### config.mk
export PLATFORM = sky130hd
export DESIGN_NAME = rsm_walker
export DESIGN_NICKNAME = d
export VERILOG_FILES = /design/src/sv/rsm_pkg.sv /design/src/sv/rsm_walker.sv
export SDC_FILE = /design/constraint.sdc
export NUM_CORES = 1
export LEC_CHECK = 0
export BUFFER_PORTS_ARGS = -buffer_cell sky130_fd_sc_hd__buf_4
export CAP_MARGIN = 10
export CORE_ASPECT_RATIO = 1.75
export CORE_MARGIN = 2
export CORE_UTILIZATION = 25
export DETAILED_ROUTE_END_ITERATION = 7
export GPL_ROUTABILITY_DRIVEN = 0
export SLEW_MARGIN = 20
export SYNTH_ARGS = -nofsm -noshare
export SYNTH_HDL_FRONTEND = slang
export SYNTH_SLANG_ARGS = --single-unit
### constraint.sdc
create_clock -name clock -period 10.2 [get_ports clock]
set_input_delay 1.53 -clock clock [delete_from_list [all_inputs] [get_ports clock]]
set_output_delay 1.53 -clock clock [all_outputs]
set_load 0.01 [all_outputs]
### src/sv/rsm_pkg.sv
// rsm_pkg: shared constants and the operation code type for the range add / range min tree
// depends on nothing; imported by rsm_walker and range_add_range_min_tree_top
package rsm_pkg;

   localparam int LEAF_COUNT_DEF = 1024;
   localparam int VALUE_BITS_DEF = 32;
   localparam int IDX_BITS       = 11;
   localparam int OPND_BITS      = 32;
   localparam int OUT_BITS       = 32;
   localparam int FUNC_BITS      = 2;

   typedef enum logic [FUNC_BITS-1:0] {
      FUNC_LOAD  = 2'd0,
      FUNC_ADD   = 2'd1,
      FUNC_QUERY = 2'd2
   } func_type;

   typedef struct packed {
      logic done;
      logic empty;
   } stat_type;

endpackage

### src/sv/rsm_walker.sv
// rsm_walker: clearing sweep and depth-first tree walk that reads, modifies and writes node memory
// depends on rsm_pkg; drives rsm_node_mem ports through the top level
module rsm_walker
   import rsm_pkg::*;
#(
   parameter int LEAF_COUNT = LEAF_COUNT_DEF,
   parameter int VALUE_BITS = VALUE_BITS_DEF
) (
   input  logic                                  clock,
   input  logic                                  reset,
   input  logic                                  start,
   output logic                                  busy,
   input  logic [FUNC_BITS-1:0]                  req_func,
   input  logic [IDX_BITS-1:0]                   req_index_lo,
   input  logic [IDX_BITS-1:0]                   req_index_hi,
   input  logic signed [OPND_BITS-1:0]           req_operand,
   output logic                                  mem_we,
   output logic [$clog2(LEAF_COUNT)+1-1:0]       mem_waddr,
   output logic [2*VALUE_BITS-1:0]               mem_wdata,
   output logic [$clog2(LEAF_COUNT)+1-1:0]       mem_raddr,
   input  logic [2*VALUE_BITS-1:0]               mem_rdata,
   output stat_type                              stat,
   output logic signed [VALUE_BITS-1:0]          value
);

   localparam int VW  = VALUE_BITS;
   localparam int LG  = $clog2(LEAF_COUNT);
   localparam int AW  = LG + 1;
   localparam int DW  = $clog2(LG + 1);
   localparam int CW  = (LG + 1 > IDX_BITS) ? LG + 1 : IDX_BITS;
   localparam int XW  = (VW > OPND_BITS) ? VW : OPND_BITS;

   localparam logic signed [VW-1:0] VMAX = {1'b0, {(VW-1){1'b1}}};
   localparam logic signed [VW-1:0] VMIN = {1'b1, {(VW-1){1'b0}}};
   localparam logic [AW-1:0] ONE_AW  = AW'(1);
   localparam logic [AW-1:0] ROOT    = AW'(1);
   localparam logic [AW-1:0] LAST_AW = {AW{1'b1}};
   localparam logic [CW-1:0] ONE_CW  = CW'(1);
   localparam logic [CW-1:0] LC_CW   = CW'(LEAF_COUNT);
   localparam logic [DW-1:0] LG_DW   = DW'(LG);
   localparam logic [DW-1:0] ONE_DW  = DW'(1);

   typedef enum logic [9:0] {
      S_CLR   = 10'b0000000001,
      S_IDLE  = 10'b0000000010,
      S_VISIT = 10'b0000000100,
      S_HD1   = 10'b0000001000,
      S_HD2   = 10'b0000010000,
      S_HD3   = 10'b0000100000,
      S_COV   = 10'b0001000000,
      S_RET   = 10'b0010000000,
      S_RC1   = 10'b0100000000,
      S_RC2   = 10'b1000000000
   } state_type;

   function automatic logic signed [VW-1:0] sat_add(input logic signed [VW-1:0] a,
                                                     input logic signed [VW-1:0] b);
      logic signed [VW:0] s;
      s = (VW+1)'(a) + (VW+1)'(b);
      if (s[VW] != s[VW-1]) begin
         sat_add = s[VW] ? VMIN : VMAX;
      end else begin
         sat_add = s[VW-1:0];
      end
   endfunction

   state_type              state_ff, state_in;
   logic [AW-1:0]          k_ff, k_in;
   logic [DW-1:0]          d_ff, d_in;
   logic [CW-1:0]          lo_ff, lo_in, hi_ff, hi_in;
   func_type               op_ff, op_in;
   logic signed [VW-1:0]   x_ff, x_in;
   logic signed [VW-1:0]   p_ff, p_in;
   logic signed [VW-1:0]   lmin_ff, lmin_in;
   logic signed [VW-1:0]   acc_ff, acc_in;
   logic [AW-1:0]          clr_ff, clr_in;
   logic                   done_ff, done_in, empty_ff, empty_in;

   logic [CW-1:0]          lo_c, hi_c, lo_ext, hi_ext;
   logic signed [XW-1:0]   opx;
   logic signed [VW-1:0]   opv;
   logic [AW-1:0]          k_off;
   logic [DW-1:0]          sh;
   logic [CW-1:0]          span_l, span_r;
   logic                   disjoint, covered;
   logic signed [VW-1:0]   rd_min, rd_pend;

   assign rd_min  = mem_rdata[2*VW-1:VW];
   assign rd_pend = mem_rdata[VW-1:0];

   always_comb begin
      lo_ext = CW'(req_index_lo);
      hi_ext = CW'(req_index_hi);
      lo_c   = (lo_ext > LC_CW) ? LC_CW : lo_ext;
      hi_c   = (hi_ext > LC_CW) ? LC_CW : hi_ext;
      opx    = XW'(req_operand);
      if (opx > XW'(VMAX)) begin
         opv = VMAX;
      end else if (opx < XW'(VMIN)) begin
         opv = VMIN;
      end else begin
         opv = VW'(opx);
      end
      k_off    = k_ff & ~(ONE_AW << d_ff);
      sh       = LG_DW - d_ff;
      span_l   = CW'(k_off) << sh;
      span_r   = span_l + (ONE_CW << sh);
      disjoint = (span_l >= hi_ff) || (lo_ff >= span_r);
      covered  = (span_l >= lo_ff) && (span_r <= hi_ff);
   end

   always_comb begin
      state_in  = state_ff;
      k_in      = k_ff;
      d_in      = d_ff;
      lo_in     = lo_ff;
      hi_in     = hi_ff;
      op_in     = op_ff;
      x_in      = x_ff;
      p_in      = p_ff;
      lmin_in   = lmin_ff;
      acc_in    = acc_ff;
      clr_in    = clr_ff;
      done_in   = 1'b0;
      empty_in  = empty_ff;
      mem_we    = 1'b0;
      mem_waddr = k_ff;
      mem_wdata = {rd_min, VW'(0)};
      mem_raddr = k_ff;
      case (state_ff)
         S_CLR: begin
            mem_we    = 1'b1;
            mem_waddr = clr_ff;
            mem_wdata = {VMAX, VW'(0)};
            clr_in    = clr_ff + ONE_AW;
            if (clr_ff == LAST_AW) begin
               state_in = S_IDLE;
            end
         end
         S_IDLE: begin
            if (start) begin
               op_in = func_type'(req_func);
               x_in  = opv;
               k_in  = ROOT;
               d_in  = '0;
               lo_in = lo_c;
               hi_in = hi_c;
               case (req_func)
                  FUNC_LOAD: begin
                     hi_in = lo_c + ONE_CW;
                     if (lo_ext < LC_CW) begin
                        state_in = S_VISIT;
                     end
                  end
                  FUNC_ADD: begin
                     if (lo_c < hi_c) begin
                        state_in = S_VISIT;
                     end
                  end
                  FUNC_QUERY: begin
                     acc_in = VMAX;
                     if (lo_c < hi_c) begin
                        state_in = S_VISIT;
                        empty_in = 1'b0;
                     end else begin
                        done_in  = 1'b1;
                        empty_in = 1'b1;
                     end
                  end
                  default: begin
                  end
               endcase
            end
         end
         S_VISIT: begin
            if (disjoint) begin
               state_in = S_RET;
            end else if (covered) begin
               if (op_ff == FUNC_LOAD) begin
                  mem_we    = 1'b1;
                  mem_wdata = {x_ff, VW'(0)};
                  state_in  = S_RET;
               end else begin
                  state_in = S_COV;
               end
            end else begin
               state_in = S_HD1;
            end
         end
         S_HD1: begin
            p_in      = rd_pend;
            mem_we    = 1'b1;
            mem_wdata = {rd_min, VW'(0)};
            mem_raddr = {k_ff[AW-2:0], 1'b0};
            state_in  = S_HD2;
         end
         S_HD2: begin
            mem_we    = 1'b1;
            mem_waddr = {k_ff[AW-2:0], 1'b0};
            mem_wdata = {sat_add(rd_min, p_ff), sat_add(rd_pend, p_ff)};
            mem_raddr = {k_ff[AW-2:0], 1'b1};
            state_in  = S_HD3;
         end
         S_HD3: begin
            mem_we    = 1'b1;
            mem_waddr = {k_ff[AW-2:0], 1'b1};
            mem_wdata = {sat_add(rd_min, p_ff), sat_add(rd_pend, p_ff)};
            k_in      = {k_ff[AW-2:0], 1'b0};
            d_in      = d_ff + ONE_DW;
            state_in  = S_VISIT;
         end
         S_COV: begin
            if (op_ff == FUNC_QUERY) begin
               if (rd_min < acc_ff) begin
                  acc_in = rd_min;
               end
            end else begin
               mem_we    = 1'b1;
               mem_wdata = {sat_add(rd_min, x_ff), sat_add(rd_pend, x_ff)};
            end
            state_in = S_RET;
         end
         S_RET: begin
            mem_raddr = k_ff - ONE_AW;
            if (k_ff == ROOT) begin
               state_in = S_IDLE;
               done_in  = (op_ff == FUNC_QUERY);
            end else if (!k_ff[0]) begin
               k_in     = k_ff + ONE_AW;
               state_in = S_VISIT;
            end else begin
               k_in = k_ff >> 1;
               d_in = d_ff - ONE_DW;
               if (op_ff != FUNC_QUERY) begin
                  state_in = S_RC1;
               end
            end
         end
         S_RC1: begin
            lmin_in   = rd_min;
            mem_raddr = {k_ff[AW-2:0], 1'b1};
            state_in  = S_RC2;
         end
         S_RC2: begin
            mem_we    = 1'b1;
            mem_wdata = {((rd_min < lmin_ff) ? rd_min : lmin_ff), VW'(0)};
            state_in  = S_RET;
         end
         default: begin
            state_in = S_IDLE;
         end
      endcase
   end

   always_ff @(posedge clock) begin
      if (reset) begin
         state_ff <= S_CLR;
         clr_ff   <= '0;
         done_ff  <= 1'b0;
         empty_ff <= 1'b0;
      end else begin
         state_ff <= state_in;
         clr_ff   <= clr_in;
         done_ff  <= done_in;
         empty_ff <= empty_in;
      end
   end

   always_ff @(posedge clock) begin
      k_ff    <= k_in;
      d_ff    <= d_in;
      lo_ff   <= lo_in;
      hi_ff   <= hi_in;
      op_ff   <= op_in;
      x_ff    <= x_in;
      p_ff    <= p_in;
      lmin_ff <= lmin_in;
      acc_ff  <= acc_in;
   end

   assign busy       = (state_ff != S_IDLE);
   assign stat.done  = done_ff;
   assign stat.empty = empty_ff;
   assign value      = acc_ff;

endmodule

### Word level (Yosys, flattened, before mapping)

Cells that the tools add are included.

* register bits: 190
* input bits: 123
* output and inout port bits: 122
* word-level logic and storage cells: 146

* $add $sub $neg: 12
* magnitude comparators: 12
* eq/ne operators: 32
* shifts and indexed selects: 3
* muxes and demuxes: 55
* bitwise logic cells: 2
* reductions and logical operators: 17

Operator list (count)
* $mux 32: 14
* $pmux 64 s5: 1
* $mux 64: 4
* $add 32x32->33: 4
* $pmux 11 s3: 3
* $mux 10: 9
* $pmux 10 s9: 1
* $mux 11: 6
* $lt 32x32->1: 2
* $pmux 32 s2: 1
* $add 11x1->11 const B: 3
* $ge 11x11->1: 3
* $gt 32x32->1 const B: 1
* $lt 32x32->1 const B: 1
* $gt 11x11->1 const B: 2
* $shl 1x4->11 const A: 2
* $pmux 10 s2: 1
* $ne 2x2->1 const B: 8
* $mux 4: 3
* $pmux 4 s3: 1
* $add 11x11->11: 1
* $and 11x11->11: 1
* $eq 11x1->1 const B: 1
* $eq 11x11->1 const B: 1
* 42 further kinds: 59

### Longest topological paths before layout

* word-level depth: 10
* gate-level depth with buffers: 34
* depth with buffers taken out: 31

### Least setup slack after synthesis

OpenSTA, ideal clock, no wires.

* path type: register -> output
* start: register d_ff[0]
* end: output mem_wdata[48]
* data arrival time: 6.112 ns
* required time: 8.670 ns
* slack: 2.558 ns
* stages on the path, launching flop included: 34
* buffers on the path: 5
* path through: edfxtp_1 clkbuf_1 inv_1 ha_1 clkbuf_1 clkbuf_1 nand3_1 inv_1 ha_1 inv_1 fa_1 inv_1 a21oi_1 o21bai_1 a21oi_1 o21bai_1 a21oi_1 o21bai_1 a21o_1 a21oi_1 xnor2_1 ha_1 and4_1 nand2_1 a21oi_1 a21oi_1 o21ai_0 or4_1 buf_6 buf_6 mux2_4 a221oi_2 o311ai_1 o21a_1

* cells in the longest elaborated chain, start to end: 10
* elaborated cells on any way between the ends: 16
* those cells by class: add/sub: 2; order compare: 4; shift: 3; mux: 3; bitwise: 2; reduce/logical: 2

RTL lines
* start, declared: line rsm_walker.sv:69 `logic [DW-1:0] d_ff, d_in;`
* start signal, assigned: line rsm_walker.sv:271 `d_ff <= d_in;`
* parallel branches: the longest is 8 deep, another holds $add 11x11->11
* $mux 64 (*): line rsm_walker.sv:176 `if (disjoint) begin`
* $pmux 64 s5 (*): line rsm_walker.sv:130 `case (state_ff)`
* end, declared: line rsm_walker.sv:19 `output logic [2*VALUE_BITS-1:0] mem_wdata,`

Mark *: on every way between the ends.

### Final worst setup path

* start: register d_ff[0]
* end: output mem_wdata[40]

The elaborated chain is that of the path after synthesis.

==> results <==
- The flow ran to the end, and the final reports show no timing, DRC or antenna violations.
- The worst path needs 9.36 ns of the cycle, external delays included.
- The number of antenna violations at the first check in global routing is 7.
- Fill cells in the final layout number 9,150.
- The H-tree generated during clock tree synthesis spans 4 levels.
- During synthesis, Yosys emitted a total of 0 warnings.
- After routing the design area is 0.0252 sq mm.
- Timing analysis after detailed placement gives a worst setup slack of 1.44 ns.
- At the pin with the least slew margin, the transition time is 1.11 ns.
- Along the worst path, the maximum fanout reaches 34.
- Counting flops with an async set or reset pin after synthesis yields a share of 0.
- 245 I/O pins were placed.
- STA classifies the critical path endpoint as an output port.
- The count of routing violations after the opening detailed-route iteration is 1,442.
- Among all flip-flop cells after synthesis, the most frequent one is edfxtp_1.
- The count of clock tree sinks is 190.
- The length of the first detailed-routing pass in iterations is 5.
- Counting flops with a built-in enable in the synthesized netlist gives 167.
- The final core utilization is 0.293.
- The finished layout holds 3,908 standard cells, fillers aside.
- The area share of and/or/nand/nor cells after synthesis is 0.180.
- The leakage power total is 0.0104 uW.
- Dividing the detail-routed via count by the number of cells gives 5.23.
- The total global routing track utilization is 0.178.
- The number of cells produced by synthesis is 2,594.
- Of the post-synthesis cell area, the dominant cell type holds 0.232.
- The number of port buffers is 244.
- The initial utilization of the core area, before any placement, comes to 0.252.
- After synthesis, the share of cell area in mux cells is 0.0302.
- Global routing finished with a remaining overflow of 0.
- The sum of net half-perimeters after detailed placement is 65.0 mm.
- Setup violations remaining at the end of the flow were counted as 0.
- Entering global routing, the biggest net connects 59 pins.
- The number of distinct library cells after synthesis is 106.
- The die extent in x is 226 um.
- The total number of vias is 20,400.
- The layout-stage area growth over the synthesis result is 16.3%.
- The final-layout setup total negative slack is 0 ns.
- Including well taps, the total number of placed cells is 3,874.
- The synthesized net count is 2,991.
- After detailed routing, the number of remaining DRC violations is 0.
- Once detail routing completed, the nets flagged for antenna violations numbered 0.
- The leading cell type in the layout, fill and taps excluded is buf_4.
- Summing all placed instances gives a cell area of 0.0245 sq mm.
- The maximum clock skew at final layout is 0.0123 ns.
- In the layout the commonest cells are 272 x buf_4, 268 x ha_1, 264 x nor2_1, 217 x nand2_1, 191 x a21oi_1.
- For the worst setup path, the data arrival time is 7.83 ns.
- IR analysis of the VDD net gives a maximum drop of 0.000139 V.
- The worst min-delay path class is reg -> reg.
- Measured along the y axis, the die boundary spans 393 um.
- The standard-cell row count is 142.
- The final hold violation count was 0.
- The final period utilization is 0.918.
- By area the synthesized netlist is led by edfxtp_1 23%, ha_1 15%, nor2_1 4.6%, a21oi_1 4.4%, o21ai_0 3.8%.
- The clock latency of the later-clocked register in the worst-skew pair is 0.51 ns.
- The clock-pin slew on the worst setup and hold paths is 0.08 ns.
- Static timing analysis puts the maximum clock frequency at 0.107 GHz.
- In the final routed layout, each cell accounts on average for 20.5 um.
- The worst setup path is of the reg -> out kind.
- A synthesized cell averages 8.35 sq um.
- The largest buffer count on any clock path is 2.
- The share of the synthesized area in compound gates (AO/OA/AOI/OAI) is 0.263.
- For this block, the routed nets add up to 80.2 mm of wire.
- The number of register bits inferred by synthesis is 190.
- The worst pin sits at a relative slew slack of 0.258.
- The final-stage net count is 3,139.
- The count of buffers added by post-CTS timing repair for setup is 0.
- The number of global-route vias before repair is 20,000.
- The fraction of layout cells with a size suffix above 1 is 0.147.
- In this run the standard cell core region covers 0.0858 sq mm.
- Of the total synthesized cell area, the portion taken by XOR and XNOR cells is 0.0570.
- The cell chosen for the clock root is clkbuf_16.
- Hold repair after CTS inserted 0 buffers.
- The adder and majority cell fraction of the synthesized area is 0.161.
- The number of buffers added by the clock tree synthesis step is 17.
- For the worst setup path, the data required time is 8.67 ns.
- The number of maximum-capacitance violations is 0.
- By area, the combinational part of the netlist is dominated by compound AO/OA/AOI/OAI gates.
- Setup repair after global routing left no endpoint under its margin.
- The max-slew violation total from the final report is 0.
- The power density relative to cell area is 90.2 mW/mm^2.
- The TritonCTS clock tree is yes.
- The first global-routing pass estimated 120 mm of wire.
- The worst setup margin is 0.836 ns.
- After synthesis the cells add up to 0.0217 sq mm.
- For this run, the register share of the synthesized area comes to 0.253.
- The full die area is 0.0891 sq mm.
- The post-cts repair resize count is 0.
- The worst setup path is launched from a flip-flop.
- The biggest area consumer among synthesized cells is edfxtp_1.
-- sequential cells by signal, summed over array words and instances (netlist names), 4 cells and up --
register / cells
lmin_ff: 32
d_ff: 4
p_ff: 32
clr_ff: 11
k_ff: 11
hi_ff: 11
lo_ff: 11
x_ff: 32
state_ff: 10
value: 32
-- synthesized netlist by cell type, drive strengths merged, types with 10 or more instances --
cell / number
a21o: 72
nor4: 10
nand2: 217
a31oi: 22
and2: 13
and3: 32
nand3: 56
a221oi: 31
a221o: 29
mux2: 36
nor2b: 33
a22oi: 13
nor3: 37
o22ai: 37
o211ai: 58
ha: 268
buf: 41
clkbuf: 103
o311ai: 27
nor2: 269
o21ai: 178
nand4: 36
o21bai: 21
xor2: 56
o21a: 51
dfxtp: 23
mux2i: 24
xnor2: 84
edfxtp: 167
or3: 12
inv: 145
a211oi: 34
nand2b: 56
a21oi: 193
-- where the power goes --
part,switching [uW],leakage (uW),total [uW],internal (uW)
clock network,367,0.000316,766,400
registers,10.9,0.00174,860,849
logic,383,0.00839,645,262
total,760,0.0104,2270,1510
-- logic make-up after synthesis --
logic type,after synthesis
flops,190
mux,60
fa+ha+maj,275
simple gates,810
xor+xnor,140
buf+inv,290
compound gates,829
-- worst max-delay path, stage by stage (launching register included) --
cell      delay [ns]
edfxtp_1        0.82
inv_1           0.32
ha_1            0.74
mux2_2          0.42
and2_1          0.20
ha_1            0.34
a21oi_1         0.16
o21bai_1        0.11
a21oi_1         0.19
o21bai_1        0.11
a21oi_1         0.16
o21bai_1        0.10
a21o_1          0.19
a21oi_1         0.25
xnor2_1         0.13
ha_1            0.33
and4_1          0.21
nand2_1         0.07
a21oi_1         0.12
a21oi_1         0.08
o21ai_0         0.34
or4_1           0.17
buf_4           0.47
mux2_2          0.41
a221oi_1        0.30
o311ai_1        0.21
o21a_1          0.15
buf_4           0.14
-- path summary, 6_finish.rpt --
| check | from | endpoint | slack, ns | depth (start not counted) |
|---|---|---|---|---|
| worst min-delay path | empty_ff$_SDFFE_PP0P_ | empty_ff$_SDFFE_PP0P_ | 0.47 | 2 |
| worst max register to register | d_ff[0]$_SDFFCE_PN0P_ | state_ff[7]$_SDFFE_PP0P_ | 4.24 | 23 |
| worst max-delay path | d_ff[0]$_SDFFCE_PN0P_ | mem_wdata[40] | 0.84 | 27 |
| worst min register to register | empty_ff$_SDFFE_PP0P_ | empty_ff$_SDFFE_PP0P_ | 0.47 | 2 |
-- layer usage --
layer | share of wire | track usage | up-vias
met5 | 0.00086 | 0 | -
met4 | 0.040 | 0.0771 | 10
met3 | 0.056 | 0.0306 | 126
met2 | 0.48 | 0.302 | 599
met1 | 0.43 | 0.220 | 9763
li1 | - | - | 9925
-- per-stage QoR --
step | hold slack (ns) | total power [uW]
2_1_floorplan | 0.437 | 1280
3_3_place_gp | 0.443 | 1510
3_5_place_dp | 0.457 | 1520
4_1_cts | 0.470 | 2300
5_1_grt | 0.500 | 2390
6_report | 0.466 | 2270
-- final cells by class --
type / instances / area, sq um / area share
Inverter: 146 / 548 / 0.0218
Multi-Input combinational cell: 2114 / 15000 / 0.596
Clock buffer: 17 / 425 / 0.0169
Antenna cell: 1 / 2.50 / 0.0000994
Clock inverter: 15 / 215 / 0.00855
Tap cell: 1152 / 1440 / 0.0572
Timing Repair Buffer: 273 / 2060 / 0.0819
Sequential cell: 190 / 5480 / 0.217
No activity file was read; power rests on OpenSTA's default activity.
